===== config.mk =====
export PLATFORM = sky130hd
export DESIGN_NAME = mpeg_video_start_code_parser_top
export DESIGN_NICKNAME = d
export VERILOG_FILES = /design/src/design/mvscp_pkg.sv /design/src/design/mvscp_parser.sv /design/src/design/mpeg_video_start_code_parser_top.sv
export SDC_FILE = /design/constraint.sdc
export NUM_CORES = 1
export LEC_CHECK = 0
export BUFFER_PORTS_ARGS = -buffer_cell sky130_fd_sc_hd__clkbuf_2
export CORE_MARGIN = 2
export CORE_UTILIZATION = 59
export CTS_BUF_LIST = sky130_fd_sc_hd__clkbuf_4
export DETAILED_ROUTE_END_ITERATION = 6
export PLACE_DENSITY = 0.85
export REMOVE_ABC_BUFFERS = 1
export SETUP_SLACK_MARGIN = 0.02
export SYNTH_ARGS = -nofsm -noshare
export SYNTH_HDL_FRONTEND = slang
export SYNTH_SLANG_ARGS = --single-unit

===== constraint.sdc =====
create_clock -name clk -period 7.4 [get_ports clk]
set_clock_uncertainty 0.05 [all_clocks]
set_input_delay 1.48 -clock clk [delete_from_list [all_inputs] [get_ports clk]]
set_output_delay 1.48 -clock clk [all_outputs]
set_load 0.01 [all_outputs]

===== src/design/mvscp_pkg.sv =====
package mvscp_pkg;

    // Start code values and prefix bytes
    localparam logic [7:0] PREFIX_ZERO   = 8'h00;
    localparam logic [7:0] PREFIX_ONE    = 8'h01;
    localparam logic [7:0] CODE_SEQ_HDR  = 8'hB3;
    localparam logic [7:0] CODE_GOP      = 8'hB8;
    localparam logic [7:0] CODE_PICTURE  = 8'h00;
    localparam logic [7:0] CODE_SLICE    = 8'h01;

    // Unit kinds reported on the result channel
    localparam logic [2:0] KIND_SEQ   = 3'd0;
    localparam logic [2:0] KIND_GOP   = 3'd1;
    localparam logic [2:0] KIND_PIC   = 3'd2;
    localparam logic [2:0] KIND_SLICE = 3'd3;
    localparam logic [2:0] KIND_OTHER = 3'd4;

    // Last header byte index of a sequence header (four bytes after the code)
    localparam logic [1:0] SEQ_LAST_COUNT = 2'd3;

    // One parsed unit
    typedef struct packed {
        logic [2:0]  unit_kind;
        logic [7:0]  start_code_value;
        logic [11:0] frame_width;
        logic [11:0] frame_height;
        logic [3:0]  rate_code;
        logic        rate_known;
        logic [2:0]  picture_kind;
        logic        picture_known;
    } mvscp_result_t;

endpackage


===== src/design/mvscp_parser.sv =====
module mvscp_parser
    import mvscp_pkg::*;
(
    input  logic          clk,
    input  logic          rst_n,
    input  logic          step,
    input  logic [7:0]    byte_in,
    output logic          res_valid,
    output mvscp_result_t res
);

    typedef enum logic [1:0] {
        PH_SCAN,
        PH_CODE,
        PH_SEQ,
        PH_PIC
    } phase_t;

    phase_t      phase_reg,   phase_next;
    logic [1:0]  fill_reg,    fill_next;
    logic [15:0] window_reg,  window_next;
    logic [23:0] header_reg,  header_next;
    logic [1:0]  count_reg,   count_next;

    logic [3:0]  rate;
    logic [2:0]  pic_type;

    assign rate     = byte_in[3:0];
    assign pic_type = byte_in[5:3];

    // Decode one byte against the current phase
    always_comb
    begin
        phase_next  = phase_reg;
        fill_next   = fill_reg;
        window_next = window_reg;
        header_next = header_reg;
        count_next  = count_reg;
        res_valid   = 1'b0;
        res         = '0;

        case (phase_reg)
            PH_CODE:
            begin
                count_next  = '0;
                header_next = '0;
                if (byte_in == CODE_SEQ_HDR)
                begin
                    phase_next = PH_SEQ;
                end
                else if (byte_in == CODE_PICTURE)
                begin
                    phase_next = PH_PIC;
                end
                else
                begin
                    res_valid            = 1'b1;
                    res.start_code_value = byte_in;
                    if (byte_in == CODE_GOP)
                        res.unit_kind = KIND_GOP;
                    else if (byte_in == CODE_SLICE)
                        res.unit_kind = KIND_SLICE;
                    else
                        res.unit_kind = KIND_OTHER;
                    phase_next  = PH_SCAN;
                    fill_next   = '0;
                    window_next = '0;
                end
            end

            PH_SEQ:
            begin
                if (count_reg != SEQ_LAST_COUNT)
                begin
                    header_next = {header_reg[15:0], byte_in};
                    count_next  = count_reg + 2'd1;
                end
                else
                begin
                    res_valid            = 1'b1;
                    res.unit_kind        = KIND_SEQ;
                    res.start_code_value = CODE_SEQ_HDR;
                    res.frame_width      = {header_reg[23:16], header_reg[15:12]};
                    res.frame_height     = {header_reg[11:8], header_reg[7:0]};
                    res.rate_code        = rate;
                    res.rate_known       = rate inside {[4'd1:4'd8]};
                    phase_next  = PH_SCAN;
                    fill_next   = '0;
                    window_next = '0;
                    header_next = '0;
                    count_next  = '0;
                end
            end

            PH_PIC:
            begin
                if (count_reg == 2'd0)
                begin
                    header_next = {16'd0, byte_in};
                    count_next  = 2'd1;
                end
                else
                begin
                    res_valid            = 1'b1;
                    res.unit_kind        = KIND_PIC;
                    res.start_code_value = CODE_PICTURE;
                    res.picture_kind     = pic_type;
                    res.picture_known    = pic_type inside {[3'd1:3'd3]};
                    phase_next  = PH_SCAN;
                    fill_next   = '0;
                    window_next = '0;
                    header_next = '0;
                    count_next  = '0;
                end
            end

            default:
            begin
                if (fill_reg == 2'd2 && window_reg == {PREFIX_ZERO, PREFIX_ZERO}
                    && byte_in == PREFIX_ONE)
                begin
                    phase_next  = PH_CODE;
                    fill_next   = '0;
                    window_next = '0;
                end
                else
                begin
                    window_next = {window_reg[7:0], byte_in};
                    if (fill_reg != 2'd2)
                        fill_next = fill_reg + 2'd1;
                end
            end
        endcase
    end

    // Hold parse state, advance on each transfer into the decoder
    always_ff @(posedge clk or negedge rst_n)
    begin
        if (!rst_n)
        begin
            phase_reg  <= PH_SCAN;
            fill_reg   <= '0;
            window_reg <= '0;
            header_reg <= '0;
            count_reg  <= '0;
        end
        else if (step)
        begin
            phase_reg  <= phase_next;
            fill_reg   <= fill_next;
            window_reg <= window_next;
            header_reg <= header_next;
            count_reg  <= count_next;
        end
    end

`ifndef SYNTHESIS
    // The window fill never exceeds two bytes
    assert property (@(posedge clk) disable iff (!rst_n) fill_reg != 2'd3)
        else $error("window fill out of range");

    // Leaving the code phase always clears the header counter
    assert property (@(posedge clk) disable iff (!rst_n)
        step && phase_reg == PH_CODE |=> count_reg == 2'd0)
        else $error("header count not cleared after start code");

    // A result always returns the parser to scanning with an empty window
    assert property (@(posedge clk) disable iff (!rst_n)
        step && res_valid |=> phase_reg == PH_SCAN && fill_reg == 2'd0)
        else $error("parser did not restart after a unit");
`endif

endmodule


===== src/design/mpeg_video_start_code_parser_top.sv =====
// Channel  | Handshake             | Payload
// ---------+-----------------------+---------------------------------------------
// input    | in_valid / in_ready   | stream_byte
// result   | out_valid / out_ready | unit_kind, start_code_value, frame_width,
//          |                       | frame_height, rate_code, rate_known,
//          |                       | picture_kind, picture_known
//
// One byte per cycle while results are taken: input register, one decode step, result register.
// A unit's last byte goes through the input register, then the result register, before it transfers out.
// A stalled result holds the decoder; one more byte waits in the input register.
// rst_n clears the parse state and both valid flags asynchronously.
module mpeg_video_start_code_parser_top
    import mvscp_pkg::*;
(
    input  logic        clk,
    input  logic        rst_n,
    input  logic        in_valid,
    output logic        in_ready,
    input  logic [7:0]  stream_byte,
    output logic        out_valid,
    input  logic        out_ready,
    output logic [2:0]  unit_kind,
    output logic [7:0]  start_code_value,
    output logic [11:0] frame_width,
    output logic [11:0] frame_height,
    output logic [3:0]  rate_code,
    output logic        rate_known,
    output logic [2:0]  picture_kind,
    output logic        picture_known
);

    logic          in_valid_reg;
    logic [7:0]    in_byte_reg;
    logic          out_valid_reg;
    mvscp_result_t out_reg;

    logic          advance;
    logic          step;
    logic          res_valid;
    mvscp_result_t res;

    // Decoder may run whenever the result slot is free or draining
    assign advance  = !out_valid_reg || out_ready;
    assign step     = in_valid_reg && advance;
    assign in_ready = !in_valid_reg || advance;

    mvscp_parser u_parser (
        .clk       (clk),
        .rst_n     (rst_n),
        .step      (step),
        .byte_in   (in_byte_reg),
        .res_valid (res_valid),
        .res       (res)
    );

    // Input register: load on transfer, drop when consumed
    always_ff @(posedge clk or negedge rst_n)
    begin
        if (!rst_n)
        begin
            in_valid_reg <= 1'b0;
        end
        else if (in_ready)
        begin
            in_valid_reg <= in_valid;
        end
    end

    always_ff @(posedge clk)
    begin
        if (in_ready && in_valid)
            in_byte_reg <= stream_byte;
    end

    // Result register: load a new unit or drain on output transfer
    always_ff @(posedge clk or negedge rst_n)
    begin
        if (!rst_n)
        begin
            out_valid_reg <= 1'b0;
        end
        else if (advance)
        begin
            out_valid_reg <= step && res_valid;
        end
    end

    always_ff @(posedge clk)
    begin
        if (step && res_valid)
            out_reg <= res;
    end

    assign out_valid        = out_valid_reg;
    assign unit_kind        = out_reg.unit_kind;
    assign start_code_value = out_reg.start_code_value;
    assign frame_width      = out_reg.frame_width;
    assign frame_height     = out_reg.frame_height;
    assign rate_code        = out_reg.rate_code;
    assign rate_known       = out_reg.rate_known;
    assign picture_kind     = out_reg.picture_kind;
    assign picture_known    = out_reg.picture_known;

`ifndef SYNTHESIS
    // A held input byte is not lost while the result side stalls
    assert property (@(posedge clk) disable iff (!rst_n)
        in_valid_reg && !advance |=> in_valid_reg && $stable(in_byte_reg))
        else $error("input byte lost during stall");

    // Sequence header results carry their code, others carry no geometry
    assert property (@(posedge clk) disable iff (!rst_n)
        out_valid && unit_kind == KIND_SEQ |-> start_code_value == CODE_SEQ_HDR)
        else $error("sequence header code mismatch");

    assert property (@(posedge clk) disable iff (!rst_n)
        out_valid && unit_kind != KIND_SEQ |->
            frame_width == 12'd0 && frame_height == 12'd0 && !rate_known)
        else $error("geometry set on a non-sequence unit");

    // Picture results carry the picture code and a consistent known flag
    assert property (@(posedge clk) disable iff (!rst_n)
        out_valid && unit_kind == KIND_PIC |->
            start_code_value == CODE_PICTURE
            && picture_known == (picture_kind == 3'd1 || picture_kind == 3'd2
                                 || picture_kind == 3'd3))
        else $error("picture result inconsistent");
`endif

endmodule


### Word level (Yosys, flattened, before mapping)

Index checks and enable logic that the tools add are counted.

| word-level totals | value |
|---|---|
| flip-flop bits (word level) | 100 |

| operators by class | value |
|---|---|
| add/subtract/negate cells | 2 |
| $lt $le $gt $ge | 4 |
| eq/ne operators | 13 |
| mux-type cells | 35 |
| bitwise logic cells | 2 |
| reductions and logical operators | 23 |

Operator list:

| operator | number |
|---|---|
| 16-bit 2-to-1 mux | 5 |
| 24-bit case mux with 3 select lines | 1 |
| 16-bit case mux with 3 select lines | 1 |
| 37-bit 2-to-1 mux | 1 |
| 11-bit case mux with 3 select lines | 1 |
| 24-bit 2-to-1 mux | 1 |
| 11-bit 2-to-1 mux | 2 |
| 2-bit 2-to-1 mux | 10 |
| 2-bit case mux with 3 select lines | 3 |
| 8-bit == test (second input constant) | 2 |
| 16-bit logical NOT | 1 |
| 2-bit inequality test (second input constant) | 6 |
| 10-bit 2-to-1 mux | 1 |
| 8-bit by 1-bit == test with 1-bit output (second input constant) | 1 |
| 8-bit logical NOT | 1 |
| 8-bit 2-to-1 mux | 1 |
| 1-bit logical AND | 7 |
| 2-bit == test (second input constant) | 3 |
| 3-bit 2-to-1 mux | 2 |
| 6-bit AND reduction | 1 |
| 1-bit 2-to-1 mux | 5 |
| 5-bit AND reduction | 1 |
| 5-bit nonzero test | 1 |
| 2-bit by 1-bit adder with 2-bit output (second input constant) | 2 |
| other kinds (15) | 19 |

### Depth between registers and ports, before layout

| depth | value |
|---|---|
| depth after elaboration | 6 |
| depth in mapped cells | 11 |

### Cells and area by module

From an unflattened synthesis, not the netlist that was laid out.

| unflattened totals | value |
|---|---|
| cells, all modules | 290 |
| area total of the unflattened synthesis | 4040.1 um^2 |

Modules (own cells, without submodules):

| module | instances | cells each | area an instance (um^2) |
|---|---|---|---|
| mvscp_parser | 1 | 228 | 2367.3 |
| mpeg_video_start_code_parser_top | 1 | 62 | 1672.9 |

### Least setup slack after synthesis

OpenSTA, ideal clock, no wires.

| timing | value |
|---|---|
| kind | input to register |
| start | input out_ready |
| end | register out_reg (netlist bit frame_height[0]), enable pin |
| library setup time | 526 ps |
| arrival | 5135 ps |
| data required time | 6824 ps |
| setup slack | 1690 ps |
| stages on the path | 3 |
| buffers on the path | 0 |
| path through | nor2b_1 -> nand2b_1 -> a311oi_1 |

| on the way | value |
|---|---|
| word-level cells in the longest chain between the ends | 3 |

Ends and longest elaborated chain:

| element | RTL line | RTL |
|---|---|---|
| start: declaration | mpeg_video_start_code_parser_top.sv:21 | `input logic out_ready,` |
| 1-bit logical OR | mpeg_video_start_code_parser_top.sv:43 | `assign advance = !out_valid_reg \|\| out_ready;` |
| 1-bit logical AND | mpeg_video_start_code_parser_top.sv:44 | `assign step = in_valid_reg && advance;` |
| 1-bit logical AND | mpeg_video_start_code_parser_top.sv:90 | `if (step && res_valid)` |
| end signal: assignment | mpeg_video_start_code_parser_top.sv:91 | `out_reg <= res;` |
| end: declaration | mpeg_video_start_code_parser_top.sv:35 | `mvscp_result_t out_reg;` |

Every way passes these cells.
A chain may end at the register's enable or synchronous reset.

### Final worst setup path

| timing | value |
|---|---|
| start | input out_ready |
| end | output in_ready |

| on the way | value |
|---|---|
| word-level cells in the longest chain between the ends | 2 |

Ends and longest elaborated chain:

| element | RTL line | RTL |
|---|---|---|
| 1-bit logical OR | mpeg_video_start_code_parser_top.sv:43 |  |
| 1-bit logical OR | mpeg_video_start_code_parser_top.sv:45 | `assign in_ready = !in_valid_reg \|\| advance;` |
| end: declaration | mpeg_video_start_code_parser_top.sv:18 | `output logic in_ready,` |

Every way passes these cells.

==> PnR_summary.wiki <==
{| class="wikitable"
! Metric !! Value
|-
| Slew of the pin with the lowest slew margin || 882 ps
|-
| Number of warnings issued by yosys || 0
|-
| Max-cap check violation count || 0
|-
| Setup repair after global routing missed its margin || false
|-
| Total of flip-flops plus latches after synthesis || 100
|-
| Y dimension of the die || 87.6 um
|-
| Worst slack on hold paths || 428 ps
|-
| CP Max Fanout || 3
|-
| GR met1 Demand/Resource || 0.296
|-
| Largest cells by area after synthesis || sky130_fd_sc_hd__edfxtp_1 (38%), sky130_fd_sc_hd__dfrtp_1 (29%), sky130_fd_sc_hd__nand2_1 (5.5%)
|-
| Required time of the worst setup path || 5870 ps
|-
| Pin count of the biggest net entering global routing || 49
|-
| Final Max Tran Viols || 0
|-
| Global placer's final weighted congestion || 0.886
|-
| Overflow after GRT || 0
|-
| Cell type contributing the most total cell area after synthesis || sky130_fd_sc_hd__edfxtp_1
|-
| Synthesis-to-layout area growth || 12.4%
|-
| Number of remaining DRC errors || 0
|-
| Ratio of cells with drive above 1 in the final layout || 0.210
|-
| Setup TNS || 0 ps
|-
| Worst slew margin relative to its limit || 0.409
|-
| Number of antenna violations at the first check in global routing || 0
|-
| Die Span X || 87.6 um
|-
| Category of the critical setup timing path || input pin to primary output
|-
| Antenna cell count || 0
|-
| Number of iterations in the first detailed-routing pass || 6
|-
| Number of violations reported at the end of detailed-routing iteration 0 || 192
|-
| Final hold violation count || 0
|-
| Starting density of the core || 0.607
|-
| H-Tree Depth || 3
|-
| Worst path arrival time || 1990 ps
|-
| Clock tree from TritonCTS || done
|-
| Post-cts sizing count || 0
|-
| Latest clock arrival within the worst-skew pair || 450 ps
|-
| Total of endpoints with negative setup slack in the final report || 0
|-
| Power density of the placed cells || 309 mW/mm^2
|-
| Post-layout power || 0.00143 W
|-
| Total CTS buffers || 9
|-
| Sequential fraction of the synthesis area || 0.670
|-
| Nets || 410
|-
| Post-DR wirelength/cell || 15.1 um
|-
| Post-synthesis instance area || 0.00413 mm^2
|-
| Number of clock sinks || 100
|-
| Met3 Track Usage GR || 0.0556
|-
| Detailed-route vias per instance || 5.55
|-
| Most congested layer reported by global routing || met2
|-
| Core Area || 0.00679 mm^2
|-
| Count of hold buffers inserted by post-cts repair || 0
|-
| Detail Placement HPWL || 4740 um
|-
| Largest register FFs || 24
|-
| Area share of the leading cell type in the synthesized netlist || 0.379
|-
| Clock transition at the registers of the reported paths || 140 ps
|-
| Crit path capture type || primary output
|-
| Critical path launch point type || input pin
|-
| Die Footprint || 0.00768 mm^2
|-
| Vias in the first global route || 2425
|-
| Vias after detailed routing || 2723
|-
| Clock Path Buffers || 2
|-
| IR drop worst, VDD || 0.186 mV
|-
| Number of instances in the synthesized netlist || 339
|-
| Root buf cell || sky130_fd_sc_hd__clkbuf_4
|-
| First-pass GRT wire length || 11900 um
|-
| Run status || completed
|-
| Post-synth cell types || 40
|-
| Reported leakage power || 2.19 nW
|-
| Mean instance size in the synthesized netlist || 12.2 um^2
|-
| Count of buffers from port buffering || 57
|-
| Type of the tightest min-delay check || flip-flop to flip-flop
|-
| Final period demand of the worst path || 3520 ps
|-
| Post-route ant nets || 0
|-
| Top-level port count || 58
|-
| Total routed wirelength || 7410 um
|-
| Period utilisation layout || 0.476
|-
| Layout fillers || 474
|-
| Fraction of met2 tracks used by global routing || 0.317
|-
| Cell Rows || 30
|-
| Maximum operating frequency || 284 MHz
|-
| Number of buffers inserted by post-CTS setup repair || 0
|-
| Global-route usage over all layers || 0.207
|}
==> routing by layer <==
metal  share of wire  wire length [um]
met4           0.012                88
met3           0.060               448
met1            0.44              3280
met2            0.49              3600
met5               0                 0
==> cell families (layout without fill, tap and decap cells) <==
kind of cell | after synthesis | count (layout) | synth area share
AO/OA/AOI/OAI | 40 | 40 | 0.0685
flip-flops | 100 | 100 | 0.670
adder cells (fa/ha/maj) | 8 | 8 | 0.0243
multiplexers | 4 | 4 | 0.0106
AND/OR/NAND/NOR | 159 | 159 | 0.194
buffers and inverters | 28 | 84 | 0.0331
==> critical path, cell delays in order <==
cell	delay, ps
sky130_fd_sc_hd__clkbuf_2	80
sky130_fd_sc_hd__nor2b_1	170
sky130_fd_sc_hd__nand2_1	120
sky130_fd_sc_hd__clkbuf_2	140
==> path summary, 6_finish.rpt <==
check                                         from  depth (start not counted)                 endpoint  slack, ps
max                                      out_ready                          4                 in_ready       3880
min                        u_parser.header_reg[19]                          2  u_parser.header_reg[19]        430
max reg2reg                  u_parser.phase_reg[0]                          7   u_parser.window_reg[2]       4390
min reg2reg                u_parser.header_reg[19]                          2  u_parser.header_reg[19]        430
max in group asynchronous                    rst_n                          2   u_parser.header_reg[8]       5830
min in group asynchronous                    rst_n                          2     u_parser.fill_reg[0]       1060
==> cell usage in the layout (no fill, tap or decap), types with 4 or more instances in the layout <==
master | netlist | layout
sky130_fd_sc_hd__nand2_1 | 60 | 60
sky130_fd_sc_hd__clkbuf_2 | 0 | 57
sky130_fd_sc_hd__edfxtp_1 | 52 | 52
sky130_fd_sc_hd__dfrtp_1 | 48 | 48
sky130_fd_sc_hd__nand3_1 | 27 | 27
sky130_fd_sc_hd__and3_1 | 27 | 27
sky130_fd_sc_hd__a22o_1 | 15 | 15
sky130_fd_sc_hd__nor2_1 | 11 | 11
sky130_fd_sc_hd__clkbuf_4 | 0 | 11
sky130_fd_sc_hd__a21oi_1 | 9 | 9
sky130_fd_sc_hd__ha_1 | 8 | 8
sky130_fd_sc_hd__inv_1 | 7 | 7
sky130_fd_sc_hd__and2_1 | 7 | 7
sky130_fd_sc_hd__o21ai_1 | 6 | 6
sky130_fd_sc_hd__nand2b_1 | 4 | 4
sky130_fd_sc_hd__nand4_1 | 4 | 4
sky130_fd_sc_hd__buf_4 | 0 | 4
==> stage by stage <==
step | area [um^2] | util | setup WS [ps] | cells
2_1_floorplan | 4020 | - | 1690 | 318
3_3_place_gp | 4470 | 0.658 | 3930 | 475
3_5_place_dp | 4470 | 0.658 | 3880 | 475
4_1_cts | 4640 | 0.682 | 3890 | 491
5_1_grt | 4640 | 0.682 | 3820 | 491
6_report | 4640 | 0.682 | 3880 | 491
==> where the power goes <==
group	switching (W)	internal, W	leakage [nW]
logic	0.000217	0.000131	0.954
registers	0.0000591	0.000706	1.14
clock network	0.000173	0.000147	0.0877
total	0.000449	0.000984	2.19
==> Yosys cell counts, drive strengths merged <==
library cell  count
a211oi            1
ha                8
nor4              4
o21a              1
nor2b             3
buf               5
clkbuf           16
a31oi             1
nand2            60
inv               7
nand3            27
a21o              2
o21ai             7
a22o             15
mux2              3
nand2b            4
o31a              1
and3             27
and4b             1
a221oi            1
nor3b             2
nor3              4
nand4             4
edfxtp           52
a21oi             9
dfrtp            48
or2               3
and2              7
a311oi            1
a41oi             1
or3               1
nand3b            1
nor2             11
mux2i             1
==> layout make-up <==
cell class / count / area [um^2] / share of cell area
multi-input cells: 211 / 1240 / 0.268
clock inverters: 5 / 85.1 / 0.0184
inverters: 7 / 26.3 / 0.00567
well taps: 96 / 120 / 0.0259
repair buffers: 61 / 315 / 0.0680
clock buffers: 11 / 82.6 / 0.0178
flip-flops and latches: 100 / 2760 / 0.596
Power figures use the tool's default switching activity.
